$ cat config.mk
export PLATFORM = sky130hd
export DESIGN_NAME = lsm_ctrl
export DESIGN_NICKNAME = d
export VERILOG_FILES = /design/src/rtl/lsm_pkg.sv /design/src/rtl/lsm_ctrl.sv
export SDC_FILE = /design/constraint.sdc
export NUM_CORES = 1
export LEC_CHECK = 0
export BUFFER_PORTS_ARGS = -buffer_cell sky130_fd_sc_hd__buf_4
export CAP_MARGIN = 10
export CORE_AREA = 2 2 39 41
export CTS_CLUSTER_SIZE = 8
export DETAILED_ROUTE_END_ITERATION = 10
export DIE_AREA = 0 0 41 43
export GPL_TIMING_DRIVEN = 0
export PLACE_DENSITY_LB_ADDON = 0.2
export SLEW_MARGIN = 30
export SYNTH_ARGS = -nofsm -noshare
export SYNTH_HDL_FRONTEND = slang
export SYNTH_SLANG_ARGS = --single-unit
export TNS_END_PERCENT = 5
$ cat constraint.sdc
create_clock -name clk_i -period 1 [get_ports clk_i]
set_input_delay 0.2 -clock clk_i [delete_from_list [all_inputs] [get_ports clk_i]]
set_output_delay 0.2 -clock clk_i [all_outputs]
set_load 0.1 [all_outputs]
$ cat src/rtl/lsm_pkg.sv
// Shared constants, register indexes and controller/datapath bundles
// for the Laplacian sharpness measure. No dependencies.
package lsm_pkg;

  localparam int MAX_WIDTH  = 4096;
  localparam int MAX_HEIGHT = 4096;

  localparam int CFG_W      = 13;
  localparam int CFG_IDX_W  = 2;
  localparam int PIX_W      = 8;
  localparam int COL_W      = $clog2(MAX_WIDTH);
  localparam int ROW_W      = $clog2(MAX_HEIGHT);
  localparam int RESP_W     = 13;
  localparam int SUM_W      = 37;
  localparam int MEAN_W     = 21;
  localparam int FRAC_W     = 8;
  localparam int DVD_W      = SUM_W + FRAC_W;
  localparam int AREA_W     = COL_W + ROW_W;
  localparam int CNT_W      = $clog2(DVD_W + 1);
  localparam int WIN_N      = 6;

  localparam logic [CFG_IDX_W-1:0] REG_FRAME_WIDTH  = 2'd0;
  localparam logic [CFG_IDX_W-1:0] REG_FRAME_HEIGHT = 2'd1;

  localparam logic [CFG_W-1:0] FRAME_WIDTH_RST  = 13'd640;
  localparam logic [CFG_W-1:0] FRAME_HEIGHT_RST = 13'd480;

  typedef struct packed {
    logic accept;
    logic calc;
    logic acc;
    logic area;
    logic div_step;
    logic load;
  } lsm_cmd_t;

  typedef struct packed {
    logic empty;
    logic frame_end;
    logic small_frame;
    logic div_done;
    logic out_free;
  } lsm_sts_t;

endpackage

$ cat src/rtl/lsm_ctrl.sv
// Controller: sequences pixel read, kernel, accumulate and end-of-frame
// divide. Depends on lsm_pkg.
module lsm_ctrl (
  input  logic              clk_i,
  input  logic              rst_ni,
  input  logic              in_valid_i,
  output logic              in_stall_o,
  output lsm_pkg::lsm_cmd_t cmd_o,
  input  lsm_pkg::lsm_sts_t sts_i
);
  import lsm_pkg::*;

  typedef enum logic [2:0] {
    S_IDLE,
    S_CALC,
    S_ACC,
    S_AREA,
    S_DIV,
    S_LOAD
  } state_e;

  state_e state_q;
  logic   stall_q;
  logic   accept;

  assign accept = in_valid_i && !stall_q;

  always_ff @(posedge clk_i or negedge rst_ni) begin
    if (!rst_ni) begin
      state_q <= S_IDLE;
      stall_q <= 1'b0;
    end else begin
      case (state_q)
        S_IDLE: begin
          if (accept && !sts_i.empty) begin
            state_q <= S_CALC;
            stall_q <= 1'b1;
          end
        end
        S_CALC: state_q <= S_ACC;
        S_ACC: begin
          if (!sts_i.frame_end) begin
            state_q <= S_IDLE;
            stall_q <= 1'b0;
          end else if (sts_i.small_frame) begin
            state_q <= S_LOAD;
          end else begin
            state_q <= S_AREA;
          end
        end
        S_AREA: state_q <= S_DIV;
        S_DIV: begin
          if (sts_i.div_done) begin
            state_q <= S_LOAD;
          end
        end
        S_LOAD: begin
          if (sts_i.out_free) begin
            state_q <= S_IDLE;
            stall_q <= 1'b0;
          end
        end
        default: begin
          state_q <= S_IDLE;
          stall_q <= 1'b0;
        end
      endcase
    end
  end

  always_comb begin
    cmd_o.accept   = accept;
    cmd_o.calc     = state_q == S_CALC;
    cmd_o.acc      = state_q == S_ACC;
    cmd_o.area     = state_q == S_AREA;
    cmd_o.div_step = state_q == S_DIV;
    cmd_o.load     = (state_q == S_LOAD) && sts_i.out_free;
  end

  assign in_stall_o = stall_q;

  a_accept_starts: assert property (@(posedge clk_i) disable iff (!rst_ni)
    (accept && !sts_i.empty) |=> (state_q == S_CALC) && in_stall_o)
    else $error("accepted item did not start processing");

  a_div_to_load: assert property (@(posedge clk_i) disable iff (!rst_ni)
    (state_q == S_DIV && sts_i.div_done) |=> state_q == S_LOAD)
    else $error("divider finish did not move to load");

  a_busy_stalls: assert property (@(posedge clk_i) disable iff (!rst_ni)
    (state_q != S_IDLE) |-> in_stall_o)
    else $error("input open while busy");

endmodule

==> impl_metrics.yaml, run 1 <==
floorplan:
  fp-row-count: 14
  io_pins: 15
  die_w_microns: 41
  start_util: 0.269
  core_sq_um: 1380
  die_area_sq_um: 1760
  die_h_microns: 43
power_and_ir_drop:
  intPower_w: 0.00127
  power_density_nw_per_um2: 3440
  power_leakage_nw: 0.323
  power_frac_comb: 0.800
  peakVddDrop_v: 0.00159
  netSwitchingPower_w: 0.00129
  seqPwrFrac: 0.121
  p_clk_frac: 0.079
  switching_share: 0.504
min_path:
  hold_path_depth: 2
  hold_path_class: "in -> reg"
  holdPathEnd: "state_q[1]"
  holdCritStartpoint: "sts_i[3]"
worst_setup_path:
  r2r_cells: 5
  critPathTopFamily: "buffers and inverters"
  path_buf_inv: 3
  path_cells: "buf_6 > buf_4 > nor2_4 > buf_12"
  cp_slowest_cell: "dfrtp_1"
  crit_path_start: "state_q[0]"
  criticalPathCategory: "reg -> out"
  rrSetupSlack_ns: -0.18
  timing.rr.start: "state_q[1]"
  cp-start-kind: "flip-flop"
  cp.arrival_ns: 1.17
  required_ns: 0.80
  regToRegEndpoint: "state_q[0]"
  slowest_delay_ns: 0.36
  path_max_fanout: 6
  worstSetupEndpointType: "primary output"
yosys:
  yosys.area.top_type: "dfrtp_1"
  syn_avg_cell_area_sq_um: 9.53
  synth.distinct_cells: 23
  ys_ff_latch: 4
  synthTopCellsByCount: "5 x nor2_1, 4 x dfrtp_1, 4 x inv_1"
  synth_top_area_frac: 0.269
  synth_top_flop_cell: "dfrtp_1"
  synth_edf_count: 0
  post-synth-top-count-cell: "nor2_1"
  netlist_area_sq_um: 372
  synthArstFlopShare: 1.00
  synth_seq_area_share: 0.269
  yosys_warnings: 0
  synthCells: 39
  synth_nets: 47
  synth_area_leaders: "dfrtp_1 27%, buf_6 9.1%, nand4bb_4 7.4%, nor2_1 5.1%, a2bb2oi_1 4.7%"
detailed_routing:
  wl_microns: 990
  drtIter0Drc: 4
  detail_route.vias_per_cell: 4.51
  drt_pass1_iterations: 4
  routedWlPerCell_microns: 12.1
  vias: 370
  drc_errors: 0
  ant_nets: 0
timing:
  fin_crit_sh: 1.37
  finalSetupTns_ns: -2.57
  fmax_mhz: 728
  clock-skew-final_ns: 0.00788
  hold_viol: 0
  rsz0062_at_grt: "true"
  setup_violations: 10
  slew_violations: 0
  max_slew.worst_pin.slew_ns: 0.216
  whs_ns: 0.269
  slew_headroom: 0.855
  finalCriticalPeriod_ns: 1.37
  setup_slack_ns: -0.374
outcome:
  outcome: "finished with violations"
  violations: "negative setup slack"
place:
  place.port_buffers: 14
  gp_congestion: 0.625
  place_hpwl_microns: 596
cells_and_area:
  final_nets: 76
  drive_gt1_frac: 0.712
  syn_to_final_growth_pct: 101
  antenna_cells: 0
grt:
  grt_max_degree: 10
  grt-ovfl-total: 0
  grt_pass1_vias: 384
  antenna_found_initial: 0
  grt_usage: 0.147
  grt_first_pass_wirelength_mm: 1.65
clock_network:
  clock_sinks: 4
  clk_path_buf_depth: 2
  clk_latency_ns: 0.24
  cts_buffers: 3
  cts.reportedPaths.clkPinSlew_ns: 0.03
  clockRootBuffer: "clkbuf_4"
  cts_max_level: 1
  cts_tree: "built"
flow_run:
  drv_cap: 0
## worst reg2reg max path: stages, from the launching register on
cell	delay, ns
dfrtp_1	0.36
buf_6	0.15
buf_4	0.14
nor2b_4	0.11
a2bb2oi_2	0.12
o31ai_2	0.19
## sequential cells by signal, summed over array words and instances, names as in the netlist
register,count
state_q,3
in_stall_o,1
## cell type report
type / count / area [sq um]
tap: 16 / 20.0
timing repair buffer: 25 / 285
inverter: 4 / 25.0
buffer: 3 / 30.0
multi-input combinational: 27 / 262
fill: 133 / 637
sequential: 4 / 103
clock buffer: 3 / 22.5
## routing by layer
| metal | wire length [microns] | vias up | track usage |
|---|---|---|---|
| li1 | - | 187 | - |
| met1 | 424 | 176 | 0.179 |
| met2 | 540 | 7 | 0.203 |
| met3 | 26 | 0 | 0.0419 |
| met4 | 0 | 0 | 0.120 |
| met5 | 0 | - | 0 |
## placed cells by master, fill, tap and decap left out, types with 2 or more instances in the layout
master / count
a21oi_1: 2
buf_6: 4
nor2_1: 2
dfrtp_1: 2
buf_4: 16
clkbuf_4: 3
nor3b_1: 2
inv_1: 2
dfrtp_2: 2
buf_12: 7
nor2_4: 4
a2bb2oi_1: 2
inv_6: 2
## power by group through the flow
stage	clock network (W)	logic, W	registers [W]
6_report	0.000202	0.00205	0.000311
3_3_place_gp	0	0.00154	0.000276
2_1_floorplan	0	0.00118	0.000389
3_5_place_dp	0	0.00154	0.000278
5_1_grt	0.000221	0.00214	0.000323
4_1_cts	0.000217	0.00202	0.000285
## kinds of logic (layout without fill, tap and decap cells)
group | Yosys count | after routing | share of synthesized area
AO/OA/AOI/OAI | 10 | 10 | 0.226
buffers and inverters | 8 | 35 | 0.152
flip-flops | 4 | 4 | 0.269
AND/OR/NAND/NOR | 17 | 17 | 0.354
## worst max path at each step
stage                       endpoint  slack, ns  cells after the start
final                       cmd_o[1]      -0.37                      4
after global routing        cmd_o[4]      -0.42                      4
after CTS                   cmd_o[3]      -0.43                      4
after detailed placement    cmd_o[0]      -0.36                      5
after global placement      cmd_o[0]      -0.35                      5
after floorplan           state_q[1]      -0.57                      4
## repair_timing
action	4_1_cts	5_1_grt
hold buffers	1	0
hold endpoints to repair	4	0
setup endpoints to repair	11	11
buffers inserted	8	2
pin swaps	3	3
gates resized for setup	29	4
cloned	0	0
## metrics by stage
step,power [W],setup WS [ns],instance area (sq um),utilization,std cells
finish,0.00257,-0.374,747,0.540,82
detailed placement,0.00182,-0.362,533,0.385,69
global placement,0.00182,-0.351,533,0.385,69
CTS,0.00252,-0.428,731,0.528,81
global route,0.00269,-0.418,747,0.540,82
floorplan,0.00157,-0.575,408,-,39
Power figures use the tool's default switching activity.
==> inputs of run 2 (changes only) <==
--- a/config.mk
+++ b/config.mk
@@ -8,6 +8,7 @@
 export BUFFER_PORTS_ARGS = -buffer_cell sky130_fd_sc_hd__buf_4
 export CAP_MARGIN = 10
 export CORE_AREA = 2 2 39 41
+export CTS_BUF_LIST = sky130_fd_sc_hd__clkbuf_8 sky130_fd_sc_hd__clkbuf_16
 export CTS_CLUSTER_SIZE = 8
 export DETAILED_ROUTE_END_ITERATION = 10
 export DIE_AREA = 0 0 41 43
==> constraint.sdc (replaced) <==
create_clock -name clk_i -period 1.4 [get_ports clk_i]
set_input_delay 0.28 -clock clk_i [delete_from_list [all_inputs] [get_ports clk_i]]
set_output_delay 0.28 -clock clk_i [all_outputs]
set_load 0.1 [all_outputs]
==> run 2 against run 1 <==
  * Clock skew fell by 0.0072 ns
  * Count of clock-buffer cells in the layout did not move
  * First-iteration DRC count fell by 75%
  * Critical path depth did not move
  * Die area did not move
  * The run still ends with negative setup slack left
  * Cell area fell by 4.0%
==> impl_metrics.yaml, run 2 (synthesis gave the netlist of run 1 again) <==
cells_and_area:
  syn_to_final_growth_pct: 92.9
  largest_reg_flops: 3
  drive_gt1_frac: 0.672
  instances_no_fill: 80
  final_nets: 74
  n_fill_cell: 130
  antenna_cells: 0
  final_cell_mix: "17 x buf_4, 5 x buf_12, 4 x nor2_4"
  layout_commonest_cell: "buf_4"
  regMostFlops: "state_q"
power_and_ir_drop:
  p_total_w: 0.00180
  power_leakage_nw: 0.312
  peakVddDrop_v: 0.00123
  power_density_nw_per_um2: 2520
clock_network:
  cts_buffers: 3
  cts.reportedPaths.clkPinSlew_ns: 0.03
  clockRootBuffer: "clkbuf_8"
  clk_latency_ns: 0.21
  clock_sinks: 4
  cts_max_level: 1
  clk_path_buf_depth: 2
  cts_tree: "built"
worst_setup_path:
  path_max_fanout: 6
  worstSetupEndpointType: "primary output"
  cp-start-kind: "flip-flop"
  r2r_cells: 6
  criticalPathCategory: "reg -> out"
  cp.arrival_ns: 1.15
  required_ns: 1.12
timing:
  rsz0062_at_grt: "true"
  fin_crit_sh: 1.02
  slew_violations: 0
  fmax_mhz: 700
  hold_viol: 0
  max_slew.worst_pin.slew_ns: 0.277
  clock-skew-final_ns: 0.000637
  slew_headroom: 0.817
  finalCriticalPeriod_ns: 1.43
  setup_violations: 4
  setup_slack_ns: -0.0293
min_path:
  hold_path_class: "in -> reg"
  hold_path_depth: 2
grt:
  grt_max_degree: 10
  grt-ovfl-total: 0
  grt_pass1_vias: 388
  grt_first_pass_wirelength_mm: 1.53
  grt_usage: 0.129
  antenna_found_initial: 0
floorplan:
  start_util: 0.269
  core_sq_um: 1380
  io_pins: 15
  fp-row-count: 14
  die_area_sq_um: 1760
  die_w_microns: 41
  die_h_microns: 43
detailed_routing:
  detail_route.vias_per_cell: 4.48
  vias: 358
  ant_nets: 0
  wl_microns: 881
  drtIter0Drc: 1
  routedWlPerCell_microns: 11.0
  drc_errors: 0
  drt_pass1_iterations: 2
place:
  place_hpwl_microns: 596
  dp.cells: 69
  place.port_buffers: 14
  gp_congestion: 0.625
  dp_slack_ns: -0.0420
outcome:
  outcome: "finished with violations"
  violations: "negative setup slack"
flow_run:
  drv_cap: 0
## run 2: cell count changes in the layout (fill, tap and decap cells not counted), sizes merged
| cell | change |
|---|---|
| buf | -2 |
## run 2: layer usage
metal | global-route usage | vias up | part of all wire
met4 | 0.0600 | 0 | 0
li1 | - | 184 | -
met1 | 0.169 | 165 | 0.46
met3 | 0.0419 | 0 | 0.034
met2 | 0.184 | 9 | 0.51
met5 | 0 | - | 0
## run 2: power by group
group          switching [W]  internal, W
registers          0.0000469     0.000164
clock network      0.0000507     0.000182
logic               0.000793     0.000566
total               0.000891     0.000913
## run 2: critical path, stage by stage, from the launching register on
cell     delay (ns)
dfrtp_1        0.36
buf_6          0.13
buf_4          0.13
nor2_4         0.13
buf_12         0.18
## run 2: final timing paths
path,start,end,slack [ns]
setup / recovery,state_q[0],cmd_o[3],-0.03
hold / removal,sts_i[3],state_q[1],0.37
setup reg to reg,state_q[0],in_stall_o,0.15
hold reg to reg,in_stall_o,in_stall_o,0.67
max in group asynchronous,rst_ni,state_q[2],0.88
min in group asynchronous,rst_ni,in_stall_o,0.41
## run 2: area by class of cell
| class | instances | area (sq um) | area share |
|---|---|---|---|
| timing repair buffer | 23 | 245 | 0.342 |
| inverter | 4 | 22.5 | 0.0314 |
| buffer | 3 | 30.0 | 0.0419 |
| clock buffer | 3 | 41.3 | 0.0576 |
| sequential | 4 | 101 | 0.141 |
| tap | 16 | 20.0 | 0.0279 |
| multi-input combinational | 27 | 256 | 0.358 |
## run 2: timing repair
action	4_1_cts	5_1_grt
endpoints found under the hold margin	4	0
resized for setup	21	2
pin swaps	3	1
hold buffers	1	0
setup endpoints to repair	6	6
setup buffers	7	1
## run 2: stage by stage
step                      hold slack [ns]  TNS (ns)  utilization  instance area [sq um]
after floorplan                   -0.0156    -0.988            -                    408
after global placement             0.0785   -0.0380        0.385                    533
after detailed placement           0.0782   -0.0617        0.385                    533
after CTS                           0.366    -0.151        0.517                    716
after global routing                0.387    -0.308        0.518                    717
final                               0.369   -0.0636        0.518                    717
